<file path="src/design/mre_pkg.sv">
// ----------------------------------------------------------------------------
// mre_pkg: shared types and constants of the mouse report encoder
// Event, mode and encoding codes, register indexes, report characters, the
// shared subtractor result and the report layout lookup.
// ----------------------------------------------------------------------------
package mre_pkg;

   // event kinds carried in the request tuser
   localparam logic [1:0] EV_MOTION  = 2'd0;
   localparam logic [1:0] EV_PRESS   = 2'd1;
   localparam logic [1:0] EV_RELEASE = 2'd2;
   localparam logic [1:0] EV_NONE    = 2'd3;

   // tracking modes
   localparam logic [2:0] MODE_OFF   = 3'd0;
   localparam logic [2:0] MODE_PRESS = 3'd1;
   localparam logic [2:0] MODE_CLICK = 3'd2;
   localparam logic [2:0] MODE_DRAG  = 3'd3;
   localparam logic [2:0] MODE_ANY   = 3'd4;

   // report encodings
   localparam logic [1:0] ENC_DEFAULT = 2'd0;
   localparam logic [1:0] ENC_UTF8    = 2'd1;
   localparam logic [1:0] ENC_SGR     = 2'd2;
   localparam logic [1:0] ENC_URXVT   = 2'd3;

   // register indexes
   localparam logic [2:0] CSR_MODE     = 3'd0;
   localparam logic [2:0] CSR_ENCODING = 3'd1;
   localparam logic [2:0] CSR_BORDER   = 3'd2;
   localparam logic [2:0] CSR_CELL_W   = 3'd3;
   localparam logic [2:0] CSR_CELL_H   = 3'd4;
   localparam logic [2:0] CSR_COLUMNS  = 3'd5;
   localparam logic [2:0] CSR_ROWS     = 3'd6;

   // report characters
   localparam logic [7:0] CH_ESC     = 8'h1B;
   localparam logic [7:0] CH_LBRACK  = 8'h5B;
   localparam logic [7:0] CH_UPPER_M = 8'h4D;
   localparam logic [7:0] CH_LOWER_M = 8'h6D;
   localparam logic [7:0] CH_LESS    = 8'h3C;
   localparam logic [7:0] CH_SEMI    = 8'h3B;
   localparam logic [7:0] CH_ZERO    = 8'h30;

   // shared unit width: signed pixel minus border needs 17 bits
   localparam int ALU_BITS = 17;
   // quotient bits of the serial divider, last step index
   localparam int QUOT_BITS = 15;
   localparam logic [3:0] DIV_LAST = 4'd14;
   // cell index bits, as set by the 12-bit counts
   localparam int CELL_BITS = 12;

   typedef enum logic [2:0] {
      ST_IDLE,
      ST_BORDER,
      ST_DIVIDE,
      ST_CLAMP,
      ST_FILTER,
      ST_EMIT
   } state_type;

   typedef enum logic [1:0] {
      PK_LIT,
      PK_UTF,
      PK_DEC
   } piece_kind_type;

   typedef struct packed {
      logic [ALU_BITS-1:0] diff;
      logic                neg;
   } alu_out_type;

   typedef struct packed {
      piece_kind_type kind;
      logic [12:0]    value;
      logic           last;
   } piece_type;

   // layout of one report: piece kind, value and final flag by position
   function automatic piece_type piece_info(
      input logic [1:0]  enc,
      input logic [3:0]  idx,
      input logic [7:0]  code,
      input logic [12:0] xv,
      input logic [12:0] yv,
      input logic        rel
   );
      piece_type   p;
      logic [12:0] c32;
      logic [12:0] x32;
      logic [12:0] y32;
      c32 = {5'b0, code} + 13'd32;
      x32 = xv + 13'd32;
      y32 = yv + 13'd32;
      p.kind  = PK_LIT;
      p.value = '0;
      p.last  = 1'b0;
      unique case (enc)
         ENC_DEFAULT, ENC_UTF8: begin
            case (idx)
               4'd0: p.value = {5'b0, CH_ESC};
               4'd1: p.value = {5'b0, CH_LBRACK};
               4'd2: p.value = {5'b0, CH_UPPER_M};
               4'd3: begin p.kind = PK_UTF; p.value = c32; end
               4'd4: begin p.kind = PK_UTF; p.value = x32; end
               4'd5: begin p.kind = PK_UTF; p.value = y32; p.last = 1'b1; end
               default: p.last = 1'b1;
            endcase
         end
         ENC_SGR: begin
            case (idx)
               4'd0: p.value = {5'b0, CH_ESC};
               4'd1: p.value = {5'b0, CH_LBRACK};
               4'd2: p.value = {5'b0, CH_LESS};
               4'd3: begin p.kind = PK_DEC; p.value = {5'b0, code}; end
               4'd4: p.value = {5'b0, CH_SEMI};
               4'd5: begin p.kind = PK_DEC; p.value = xv; end
               4'd6: p.value = {5'b0, CH_SEMI};
               4'd7: begin p.kind = PK_DEC; p.value = yv; end
               4'd8: begin
                  p.value = {5'b0, (rel ? CH_LOWER_M : CH_UPPER_M)};
                  p.last  = 1'b1;
               end
               default: p.last = 1'b1;
            endcase
         end
         default: begin
            case (idx)
               4'd0: p.value = {5'b0, CH_ESC};
               4'd1: p.value = {5'b0, CH_LBRACK};
               4'd2: begin p.kind = PK_DEC; p.value = c32; end
               4'd3: p.value = {5'b0, CH_SEMI};
               4'd4: begin p.kind = PK_DEC; p.value = xv; end
               4'd5: p.value = {5'b0, CH_SEMI};
               4'd6: begin p.kind = PK_DEC; p.value = yv; end
               4'd7: begin p.value = {5'b0, CH_UPPER_M}; p.last = 1'b1; end
               default: p.last = 1'b1;
            endcase
         end
      endcase
      return p;
   endfunction

endpackage

</file>
<file path="src/design/mre_alu.sv">
// ----------------------------------------------------------------------------
// mre_alu: shared subtractor of the mouse report encoder
// Two's complement difference with a sign flag; serves the border offset,
// each restoring division step and each decimal digit step.
// ----------------------------------------------------------------------------
module mre_alu (
   input  logic [mre_pkg::ALU_BITS-1:0] op_a,
   input  logic [mre_pkg::ALU_BITS-1:0] op_b,
   output mre_pkg::alu_out_type         res
);
   import mre_pkg::*;

   logic [ALU_BITS-1:0] diff;

   // difference, sign taken from the top bit
   assign diff     = op_a - op_b;
   assign res.diff = diff;
   assign res.neg  = diff[ALU_BITS-1];

endmodule

</file>
<file path="src/design/mouse_report_encoder.sv">
// ----------------------------------------------------------------------------
// mouse_report_encoder: pointer event to terminal mouse report bytes
// Converts a pixel position to a clamped cell, filters by tracking mode and
// streams the escape sequence in default, utf-8, sgr or urxvt form.
// ----------------------------------------------------------------------------
// Flow: per axis a border subtraction, then a 15-step division that is skipped
// for a position inside the border, then clamp and filter; fixed and coded
// bytes go out one byte per cycle while the output slot is free, and decimal
// digits come from repeated subtraction on the shared subtractor.
// A new request is taken only in idle. Reset: synchronous; control and
// configuration registers take their defaults, last cell reads all ones.

module mouse_report_encoder #(
   parameter int COORD_BITS = 12
) (
   input  logic        clock,
   input  logic        reset,
   // request: tdata = button[3:0], pixel_x[19:4], pixel_y[35:20],
   //          shift_held[36], alt_held[37], ctrl_held[38], zero[39]
   input  logic        req_tvalid,
   output logic        req_tready,
   input  logic [39:0] req_tdata,
   // request: tuser = req_type[1:0]
   input  logic [1:0]  req_tuser,
   // response: tdata = out_byte[7:0], tlast = last_byte
   output logic        rsp_tvalid,
   input  logic        rsp_tready,
   output logic [7:0]  rsp_tdata,
   output logic        rsp_tlast,
   // configuration writes
   input  logic        csr_we,
   input  logic [2:0]  csr_index,
   input  logic [11:0] csr_wdata
);
   import mre_pkg::*;

   localparam logic [ALU_BITS-1:0] CapLim = ALU_BITS'(1) << COORD_BITS;

   // decimal weights for the digit loop
   function automatic logic [9:0] dec_weight(input logic [1:0] w);
      logic [9:0] r;
      unique case (w)
         2'd3:    r = 10'd1000;
         2'd2:    r = 10'd100;
         2'd1:    r = 10'd10;
         default: r = 10'd1;
      endcase
      return r;
   endfunction

   // configuration
   logic [2:0]  mode_ff;
   logic [1:0]  enc_ff;
   logic [7:0]  border_ff;
   logic [7:0]  cell_w_ff;
   logic [7:0]  cell_h_ff;
   logic [11:0] columns_ff;
   logic [11:0] rows_ff;

   // control
   state_type   state_ff, state_in;
   logic        axis_ff, axis_in;
   logic [3:0]  cnt_ff, cnt_in;
   logic [3:0]  piece_ff, piece_in;
   logic        sub_ff, sub_in;
   logic [1:0]  wi_ff, wi_in;
   logic [3:0]  digit_ff, digit_in;
   logic        started_ff, started_in;
   logic [12:0] last_col_ff, last_col_in;
   logic [12:0] last_row_ff, last_row_in;
   logic        rsp_valid_ff, rsp_valid_in;

   // payload
   logic [1:0]  ev_type_ff, ev_type_in;
   logic [3:0]  button_ff, button_in;
   logic [15:0] pix_x_ff, pix_x_in;
   logic [15:0] pix_y_ff, pix_y_in;
   logic        shift_ff, shift_in;
   logic        alt_ff, alt_in;
   logic        ctrl_ff, ctrl_in;
   logic [QUOT_BITS-1:0] q_ff, q_in;
   logic [7:0]  r_ff, r_in;
   logic [CELL_BITS-1:0] col_ff, col_in;
   logic [CELL_BITS-1:0] row_ff, row_in;
   logic [7:0]  code_ff, code_in;
   logic [12:0] rem_ff, rem_in;
   logic [7:0]  rsp_byte_ff, rsp_byte_in;
   logic        rsp_last_ff, rsp_last_in;

   // shared unit
   logic [ALU_BITS-1:0] alu_a;
   logic [ALU_BITS-1:0] alu_b;
   alu_out_type         alu;

   mre_alu u_alu (
      .op_a (alu_a),
      .op_b (alu_b),
      .res  (alu)
   );

   // per-axis selections and clamp
   logic [15:0]         pix_sel;
   logic [7:0]          size_sel;
   logic [7:0]          div_eff;
   logic [11:0]         count_sel;
   logic [11:0]         count_eff;
   logic [ALU_BITS-1:0] lim;
   logic [ALU_BITS-1:0] lim_m1;
   logic [ALU_BITS-1:0] q_ext;
   logic [ALU_BITS-1:0] cell_idx;

   assign pix_sel   = axis_ff ? pix_y_ff : pix_x_ff;
   assign size_sel  = axis_ff ? cell_h_ff : cell_w_ff;
   assign div_eff   = (size_sel == 8'd0) ? 8'd1 : size_sel;
   assign count_sel = axis_ff ? rows_ff : columns_ff;
   assign count_eff = (count_sel == 12'd0) ? 12'd1 : count_sel;
   assign lim       = ({5'b0, count_eff} > CapLim) ? CapLim : {5'b0, count_eff};
   assign lim_m1    = lim - ALU_BITS'(1);
   assign q_ext     = {2'b0, q_ff};
   assign cell_idx  = (q_ext > lim_m1) ? lim_m1 : q_ext;

   // event classification and report code
   logic        click;
   logic        rel;
   logic        moved;
   logic        accept;
   logic        range_ok;
   logic [7:0]  code_calc;
   logic [12:0] xv;
   logic [12:0] yv;
   logic [12:0] xv32;
   logic [12:0] yv32;

   assign click = (ev_type_ff == EV_PRESS) || (ev_type_ff == EV_RELEASE);
   assign rel   = ev_type_ff == EV_RELEASE;
   assign moved = ({1'b0, col_ff} != last_col_ff) || ({1'b0, row_ff} != last_row_ff);
   assign xv    = {1'b0, col_ff} + 13'd1;
   assign yv    = {1'b0, row_ff} + 13'd1;
   assign xv32  = xv + 13'd32;
   assign yv32  = yv + 13'd32;

   always_comb begin
      unique case (mode_ff)
         MODE_PRESS: accept = ev_type_ff == EV_PRESS;
         MODE_CLICK: accept = click;
         MODE_DRAG:  accept = click || ((button_ff != 4'd0) && moved);
         MODE_ANY:   accept = click || moved;
         default:    accept = 1'b0;
      endcase
   end

   always_comb begin
      unique case (enc_ff)
         ENC_DEFAULT: range_ok = (xv32 < 13'd256) && (yv32 < 13'd256);
         ENC_UTF8:    range_ok = (xv32 < 13'd2048) && (yv32 < 13'd2048);
         default:     range_ok = 1'b1;
      endcase
   end

   always_comb begin
      code_calc = 8'd0;
      if (click) begin
         priority if (rel && (enc_ff != ENC_SGR)) code_calc = 8'd3;
         else if (button_ff >= 4'd1 && button_ff <= 4'd3)
            code_calc = {4'b0, button_ff - 4'd1};
         else if (button_ff >= 4'd4 && button_ff <= 4'd7)
            code_calc = {6'b010000, button_ff[1:0]};
         else if (button_ff >= 4'd8 && button_ff <= 4'd11)
            code_calc = {6'b100000, button_ff[1:0]};
         else code_calc = 8'd0;
      end else begin
         code_calc = 8'd32;
      end
      if (mode_ff != MODE_PRESS) begin
         code_calc = code_calc | {3'b0, ctrl_ff, alt_ff, shift_ff, 2'b0};
      end
   end

   // current report piece
   piece_type pinfo;
   logic      slot_free;
   logic      two_byte;
   logic      emit;
   logic [7:0] emit_byte;
   logic      emit_last;

   assign pinfo     = piece_info(enc_ff, piece_ff, code_ff, xv, yv, rel);
   assign slot_free = !rsp_valid_ff || rsp_tready;
   assign two_byte  = (enc_ff == ENC_UTF8) && (pinfo.value >= 13'd128);

   // sequencer: next state, shared unit operands and byte issue
   always_comb begin
      state_in    = state_ff;
      axis_in     = axis_ff;
      cnt_in      = cnt_ff;
      piece_in    = piece_ff;
      sub_in      = sub_ff;
      wi_in       = wi_ff;
      digit_in    = digit_ff;
      started_in  = started_ff;
      last_col_in = last_col_ff;
      last_row_in = last_row_ff;
      ev_type_in  = ev_type_ff;
      button_in   = button_ff;
      pix_x_in    = pix_x_ff;
      pix_y_in    = pix_y_ff;
      shift_in    = shift_ff;
      alt_in      = alt_ff;
      ctrl_in     = ctrl_ff;
      q_in        = q_ff;
      r_in        = r_ff;
      col_in      = col_ff;
      row_in      = row_ff;
      code_in     = code_ff;
      rem_in      = rem_ff;
      alu_a       = '0;
      alu_b       = '0;
      emit        = 1'b0;
      emit_byte   = '0;
      emit_last   = 1'b0;

      unique case (state_ff)
         ST_IDLE: begin
            if (req_tvalid) begin
               ev_type_in = req_tuser;
               button_in  = req_tdata[3:0];
               pix_x_in   = req_tdata[19:4];
               pix_y_in   = req_tdata[35:20];
               shift_in   = req_tdata[36];
               alt_in     = req_tdata[37];
               ctrl_in    = req_tdata[38];
               axis_in    = 1'b0;
               if ((mode_ff != MODE_OFF) && (req_tuser != EV_NONE)) begin
                  state_in = ST_BORDER;
               end
            end
         end
         ST_BORDER: begin
            alu_a = {pix_sel[15], pix_sel};
            alu_b = {9'b0, border_ff};
            if (alu.neg) begin
               q_in     = '0;
               state_in = ST_CLAMP;
            end else begin
               q_in     = alu.diff[QUOT_BITS-1:0];
               r_in     = '0;
               cnt_in   = DIV_LAST;
               state_in = ST_DIVIDE;
            end
         end
         ST_DIVIDE: begin
            // restoring step: one quotient bit
            alu_a  = {8'b0, r_ff, q_ff[QUOT_BITS-1]};
            alu_b  = {9'b0, div_eff};
            q_in   = {q_ff[QUOT_BITS-2:0], ~alu.neg};
            r_in   = alu.neg ? {r_ff[6:0], q_ff[QUOT_BITS-1]} : alu.diff[7:0];
            cnt_in = cnt_ff - 4'd1;
            if (cnt_ff == 4'd0) begin
               state_in = ST_CLAMP;
            end
         end
         ST_CLAMP: begin
            if (!axis_ff) begin
               col_in   = cell_idx[CELL_BITS-1:0];
               axis_in  = 1'b1;
               state_in = ST_BORDER;
            end else begin
               row_in   = cell_idx[CELL_BITS-1:0];
               state_in = ST_FILTER;
            end
         end
         ST_FILTER: begin
            last_col_in = {1'b0, col_ff};
            last_row_in = {1'b0, row_ff};
            code_in     = code_calc;
            piece_in    = '0;
            sub_in      = 1'b0;
            state_in    = (accept && range_ok) ? ST_EMIT : ST_IDLE;
         end
         ST_EMIT: begin
            unique case (pinfo.kind)
               PK_LIT: begin
                  if (slot_free) begin
                     emit      = 1'b1;
                     emit_byte = pinfo.value[7:0];
                     emit_last = pinfo.last;
                  end
               end
               PK_UTF: begin
                  if (slot_free) begin
                     emit = 1'b1;
                     if (!sub_ff && two_byte) begin
                        emit_byte = {3'b110, pinfo.value[10:6]};
                        sub_in    = 1'b1;
                     end else if (sub_ff) begin
                        emit_byte = {2'b10, pinfo.value[5:0]};
                        emit_last = pinfo.last;
                     end else begin
                        emit_byte = pinfo.value[7:0];
                        emit_last = pinfo.last;
                     end
                  end
               end
               PK_DEC: begin
                  if (!sub_ff) begin
                     rem_in     = pinfo.value;
                     wi_in      = 2'd3;
                     digit_in   = '0;
                     started_in = 1'b0;
                     sub_in     = 1'b1;
                  end else if (wi_ff == 2'd0) begin
                     // units digit always goes out
                     if (slot_free) begin
                        emit      = 1'b1;
                        emit_byte = CH_ZERO | {4'b0, rem_ff[3:0]};
                     end
                  end else begin
                     alu_a = {4'b0, rem_ff};
                     alu_b = {7'b0, dec_weight(wi_ff)};
                     if (!alu.neg) begin
                        rem_in   = alu.diff[12:0];
                        digit_in = digit_ff + 4'd1;
                     end else if (started_ff || (digit_ff != 4'd0)) begin
                        if (slot_free) begin
                           emit       = 1'b1;
                           emit_byte  = CH_ZERO | {4'b0, digit_ff};
                           started_in = 1'b1;
                           digit_in   = '0;
                           wi_in      = wi_ff - 2'd1;
                        end
                     end else begin
                        // leading zero dropped
                        digit_in = '0;
                        wi_in    = wi_ff - 2'd1;
                     end
                  end
               end
               default: ;
            endcase
            // piece done when its final byte leaves
            if (emit && (sub_in == 1'b0 || sub_ff) &&
                !(pinfo.kind == PK_DEC && wi_ff != 2'd0)) begin
               if (pinfo.last) begin
                  state_in = ST_IDLE;
               end else begin
                  piece_in = piece_ff + 4'd1;
                  sub_in   = 1'b0;
               end
            end
         end
         default: state_in = ST_IDLE;
      endcase

      // output register
      rsp_valid_in = rsp_valid_ff && !rsp_tready;
      rsp_byte_in  = rsp_byte_ff;
      rsp_last_in  = rsp_last_ff;
      if (emit) begin
         rsp_valid_in = 1'b1;
         rsp_byte_in  = emit_byte;
         rsp_last_in  = emit_last;
      end
   end

   // control registers
   always_ff @(posedge clock) begin
      if (reset) begin
         state_ff     <= ST_IDLE;
         axis_ff      <= 1'b0;
         cnt_ff       <= '0;
         piece_ff     <= '0;
         sub_ff       <= 1'b0;
         wi_ff        <= '0;
         digit_ff     <= '0;
         started_ff   <= 1'b0;
         last_col_ff  <= '1;
         last_row_ff  <= '1;
         rsp_valid_ff <= 1'b0;
      end else begin
         state_ff     <= state_in;
         axis_ff      <= axis_in;
         cnt_ff       <= cnt_in;
         piece_ff     <= piece_in;
         sub_ff       <= sub_in;
         wi_ff        <= wi_in;
         digit_ff     <= digit_in;
         started_ff   <= started_in;
         last_col_ff  <= last_col_in;
         last_row_ff  <= last_row_in;
         rsp_valid_ff <= rsp_valid_in;
      end
   end

   // payload registers
   always_ff @(posedge clock) begin
      ev_type_ff  <= ev_type_in;
      button_ff   <= button_in;
      pix_x_ff    <= pix_x_in;
      pix_y_ff    <= pix_y_in;
      shift_ff    <= shift_in;
      alt_ff      <= alt_in;
      ctrl_ff     <= ctrl_in;
      q_ff        <= q_in;
      r_ff        <= r_in;
      col_ff      <= col_in;
      row_ff      <= row_in;
      code_ff     <= code_in;
      rem_ff      <= rem_in;
      rsp_byte_ff <= rsp_byte_in;
      rsp_last_ff <= rsp_last_in;
   end

   // configuration registers
   always_ff @(posedge clock) begin
      if (reset) begin
         mode_ff    <= MODE_OFF;
         enc_ff     <= ENC_DEFAULT;
         border_ff  <= 8'd0;
         cell_w_ff  <= 8'd8;
         cell_h_ff  <= 8'd16;
         columns_ff <= 12'd80;
         rows_ff    <= 12'd24;
      end else if (csr_we) begin
         unique case (csr_index)
            CSR_MODE:     mode_ff    <= csr_wdata[2:0];
            CSR_ENCODING: enc_ff     <= csr_wdata[1:0];
            CSR_BORDER:   border_ff  <= csr_wdata[7:0];
            CSR_CELL_W:   cell_w_ff  <= csr_wdata[7:0];
            CSR_CELL_H:   cell_h_ff  <= csr_wdata[7:0];
            CSR_COLUMNS:  columns_ff <= csr_wdata;
            CSR_ROWS:     rows_ff    <= csr_wdata;
            default: ;
         endcase
      end
   end

   assign req_tready = state_ff == ST_IDLE;
   assign rsp_tvalid = rsp_valid_ff;
   assign rsp_tdata  = rsp_byte_ff;
   assign rsp_tlast  = rsp_last_ff;

   // divider remainder stays below the divisor
   a_div_rem : assert property (@(posedge clock) disable iff (reset)
      (state_ff == ST_DIVIDE) |-> (r_ff < div_eff))
      else $error("divider remainder not below divisor");

   // both last-cell registers leave the no-position code together
   a_last_pair : assert property (@(posedge clock) disable iff (reset)
      (last_col_ff == 13'h1FFF) == (last_row_ff == 13'h1FFF))
      else $error("last column and row out of step");

   // units digit is a single decimal digit
   a_units : assert property (@(posedge clock) disable iff (reset)
      (state_ff == ST_EMIT && pinfo.kind == PK_DEC && sub_ff && wi_ff == 2'd0)
      |-> (rem_ff < 13'd10))
      else $error("units remainder above nine");

   // clamped row lies inside the screen when filtered
   a_row_clamp : assert property (@(posedge clock) disable iff (reset)
      (state_ff == ST_FILTER) |-> ({1'b0, row_ff} < {1'b0, count_eff}))
      else $error("row index beyond row count");

   // a byte is issued only into a free output slot
   a_no_overrun : assert property (@(posedge clock) disable iff (reset)
      (emit && rsp_valid_ff) |-> rsp_tready)
      else $error("report byte overwrote a waiting beat");

endmodule
</file>
<file path="config.mk">
export PLATFORM = sky130hd
export DESIGN_NAME = mouse_report_encoder
export DESIGN_NICKNAME = d
export VERILOG_FILES = /design/src/design/mre_pkg.sv /design/src/design/mre_alu.sv /design/src/design/mouse_report_encoder.sv
export SDC_FILE = /design/constraint.sdc
export NUM_CORES = 1
export LEC_CHECK = 0
export BUFFER_PORTS_ARGS = -buffer_cell sky130_fd_sc_hd__buf_2
export CAP_MARGIN = 5
export CORE_ASPECT_RATIO = 1.25
export CORE_UTILIZATION = 50
export DETAILED_ROUTE_END_ITERATION = 8
export PLACE_DENSITY = 0.67
export SLEW_MARGIN = 20
export SYNTH_ARGS = -nofsm -noshare
export SYNTH_HDL_FRONTEND = slang
export SYNTH_SLANG_ARGS = --single-unit
</file>
<file path="constraint.sdc">
create_clock -name clock -period 12.9 [get_ports clock]
set_input_delay 2.58 -clock clock [delete_from_list [all_inputs] [get_ports clock]]
set_output_delay 2.58 -clock clock [all_outputs]
set_load 0.05 [all_outputs]
</file>
==> run summary <==
The run finished with clean final reports. The number of hold buffers added after CTS is 0. The maximum buffer depth of the clock tree is 3.

The total nets after synthesis is 1576. The count of nets after finishing is 1599. Adding up every negative setup slack in the final design gives 0 ns. The number of standard-cell rows in the floorplan is 66. The kind of capture point of the worst setup path is a flop. Port buffering added 71 buffers. The kind of start point of the critical path is a flop. Of the available clock period, the critical path in the final layout requires 0.520. The first global-routing pass estimated 56.3 mm of wire.

The count of clock tree sinks came out at 217. Power spread over the standard cell area amounts to 139 mW/mm^2. The mean instance size in the synthesized netlist is 9.01 um^2. Headroom to the max-slew limit came out at 0.298. The part of the total power dissipated in combinational logic is 0.256. The total global-route track usage is 0.265. For this run, the slowest stage of the critical path takes 0.64 ns.

After clock tree synthesis, the clock-pin slew on the worst setup and hold paths is 0.06 ns. Of the total power, registers draw 0.428. Once placement completed, the tool counted placed cells totaling 1797. The number of instances in the synthesized netlist came out at 1459.

The count of unresolved DRC violations after routing is 0. The peak ir drop on the vdd network came out at 0.126 mV. Routability-driven placement finished with a final weighted congestion of 0.955. The remaining antenna violation count after routing is 0. The power dissipated by switching net loads came out at 639 uW. The y dimension of the die came out at 183 um. Synthesis inferred 217 register bits. The post-cts sizing count came out at 0.

The final max-slew violation count came out at 0. The worst endpoint data arrival time is 6.93 ns. Pin placement for this block handled 73 I/O pins.

The worst setup skew after layout is 0.0144 ns. The total setup violations reported at the end of the flow came out at 0. The sum of routed wire length over all layers is 35.6 mm.

The max-capacitance violation count is 0. The proportion of layout cells with a drive suffix above 1 is 0.103. The combined area of all synthesized cells is 0.0131 mm^2. The layout overhead on the synthesized area came out at 9.64%.

Before antenna repair, the detailed router went through 5 iterations. The minimum period implied by the final worst setup slack came out at 6.71 ns. After filler insertion, the fill cell instance count of the layout stands at 2398. Of the total power, the share spent switching nets is 0.318. The total grt overflow came out at 0. The proportion of register bits with asynchronous set or reset after synthesis came out at 0. TritonCTS created 23 clock buffers. The top cell types in the final layout, fill and taps aside, are 205 x sky130_fd_sc_hd__nand2_1, 123 x sky130_fd_sc_hd__nor2_1, 118 x sky130_fd_sc_hd__edfxtp_1. The timing-limited maximum frequency is 149 MHz.

The number of setup buffers added after CTS came out at 0. The total power consumption of the routed design is 2010 uW. The required arrival time at the worst endpoint came out at 13.12 ns. The floorplan step defined a die boundary enclosing 0.0270 mm^2.

The synthesis warning total is 0. The horizontal die dimension came out at 147 um. The routed via count came out at 10900. The final design utilization came out at 0.556. Of all nets on the critical path, the largest fanout is 22.

Setup repair after global routing left no endpoint under its margin. The transition time at the pin with the least slew margin is 1.05 ns. The count of different cell masters after synthesis is 80. The count of cells in the finished layout, fillers not included, comes to 1838. CTS built an H-tree with a depth of 1. TritonCTS built the clock tree.

Of the total power, the clock network draws 0.316. The number of diodes added for antenna fixing is 0. The critical path is of the flop to flop type. For this design, the slowest cell found on the critical path is sky130_fd_sc_hd__dfxtp_1. The instance area at placement is 0.0137 mm^2. Using the TritonRoute via totals, the vias-per-cell ratio works out to 5.95.

The library cell used most frequently in the layout, excluding fill and tap cells, is sky130_fd_sc_hd__nand2_1. The part of the Yosys area used for sequential elements came out at 0.420. Walking the worst path, the cells encountered are nor2b_1, o21ai_0, nand3_1, and3_1, ha_1, nand2_1, nor2_1, nand2_1, nor3_1, a221oi_1, ha_1, a21o_1, a21oi_1, a21boi_0, o41ai_1, buf_4, a31o_2, and2_1, o21bai_1, a211oi_1, buf_4.

The initial utilization of the core area, before any placement, comes to 0.507. For this design the static power due to leakage is 0.00510 uW. The final design instance area without fill came out at 0.0144 mm^2.

The number of synthesized flops with an enable pin came out at 118. The number of global-route vias before repair is 10400. The latest clock arrival within the worst-skew pair is 0.52 ns.

The HPWL after detailed placement is 26.5 mm. The region available for standard cell placement spans 0.0259 mm^2. The root buffer cell chosen for the clock tree is sky130_fd_sc_hd__clkbuf_16.

The number of endpoints with negative hold slack in the final report came to 0. The internal power of the cells totals 1370 uW. The pin count of the biggest net entering global routing is 98. The detailed-route wire length per cell came out at 19.4 um. The initial antenna violation count is 0. The detailed router finished its first iteration with 767 violations.

The most used flip-flop cell after synthesis is sky130_fd_sc_hd__edfxtp_1. The worst hold path belongs to the class flop to flop.
## per-layer routing
layer | track usage | vias to the layer above | part of all wire
li1 | - | 5306 | -
met4 | 0.133 | 0 | 0.053
met2 | 0.455 | 335 | 0.48
met1 | 0.332 | 5220 | 0.42
met5 | 0 | - | 0
met3 | 0.0259 | 83 | 0.045
## synthesized netlist by cell type (12+ instances only)
library cell | n | area share
sky130_fd_sc_hd__o21ai_0 | 63 | 0.024
sky130_fd_sc_hd__nand3_1 | 34 | 0.013
sky130_fd_sc_hd__buf_2 | 13 | 0.0049
sky130_fd_sc_hd__clkbuf_1 | 65 | 0.019
sky130_fd_sc_hd__nor3_1 | 32 | 0.012
sky130_fd_sc_hd__xnor2_1 | 46 | 0.031
sky130_fd_sc_hd__edfxtp_1 | 118 | 0.27
sky130_fd_sc_hd__and3_1 | 12 | 0.0057
sky130_fd_sc_hd__inv_1 | 55 | 0.016
sky130_fd_sc_hd__and2_1 | 12 | 0.0057
sky130_fd_sc_hd__a21oi_1 | 111 | 0.042
sky130_fd_sc_hd__a211o_1 | 25 | 0.017
sky130_fd_sc_hd__mux2i_1 | 49 | 0.037
sky130_fd_sc_hd__nand4_1 | 15 | 0.0071
sky130_fd_sc_hd__ha_1 | 54 | 0.051
sky130_fd_sc_hd__dfxtp_1 | 99 | 0.15
sky130_fd_sc_hd__mux2_2 | 17 | 0.015
sky130_fd_sc_hd__nand2_1 | 205 | 0.059
sky130_fd_sc_hd__nand3b_1 | 12 | 0.0069
sky130_fd_sc_hd__nand2b_1 | 17 | 0.0081
sky130_fd_sc_hd__xor2_1 | 32 | 0.021
sky130_fd_sc_hd__nor2_1 | 125 | 0.036
sky130_fd_sc_hd__nor2b_1 | 39 | 0.019
sky130_fd_sc_hd__a21o_1 | 12 | 0.0069
## power groups by stage
stage / sequential (uW) / clock [uW] / combinational [uW]
after floorplan: 852 / 0 / 360
after global placement: 872 / 0 / 499
after detailed placement: 874 / 0 / 510
after CTS: 859 / 647 / 512
after global routing: 865 / 668 / 560
final: 859 / 633 / 514
## stage by stage
| stage | hold slack (ns) | setup slack, ns |
|---|---|---|
| 6_report | 0.452 | 6.19 |
| 3_5_place_dp | 0.447 | 6.33 |
| 2_1_floorplan | 0.433 | 7.08 |
| 3_3_place_gp | 0.440 | 6.36 |
| 5_1_grt | 0.474 | 5.72 |
| 4_1_cts | 0.455 | 6.29 |
## worst max-delay path: cells and delay by family, from the launching register on
family                     cells  cell delay [ns]
and+or+nand+nor                8             2.33
AOI/OAI and AO/OA              9             2.29
adders and majority gates      2             0.69
DFF                            1             0.64
buffers and inverters          2             0.44
## kinds of logic after synthesis
logic type | count (synthesis) | share of synthesized area
simple gates | 552 | 0.199
compound gates | 348 | 0.178
flops | 217 | 0.420
buf+inv | 140 | 0.0412
xor+xnor | 80 | 0.0554
mux | 67 | 0.0530
fa+ha+maj | 55 | 0.0529
## sequential cells by signal, summed over array words and instances, names as in the netlist, 12 cells and up
name         flops
columns_ff      12
pix_x_ff        16
rows_ff         12
pix_y_ff        16
rem_ff          13
q_ff            15
row_ff          12
last_row_ff     12
col_ff          12
last_col_ff     13
## final timing paths
kind	start	end	slack (ns)	cells past startpoint
worst max-delay path	piece_ff[2]	rsp_tdata[5]	6.19	21
worst min-delay path	cell_h_ff[7]	cell_h_ff[7]	0.45	2
worst max register to register	piece_ff[2]	rsp_tdata[5]	6.19	21
worst min register to register	cell_h_ff[7]	cell_h_ff[7]	0.45	2
## layout make-up
cell class / count / area [um^2] / share of cell area
tap: 340 / 425 / 0.0295
inverter: 55 / 206 / 0.0143
clock buffer: 36 / 687 / 0.0477
timing repair buffer: 83 / 445 / 0.0309
sequential: 217 / 5530 / 0.383
clock inverter: 5 / 32.5 / 0.00226
multi-input combinational: 1102 / 7090 / 0.492
No activity file was read; power rests on OpenSTA's default activity.
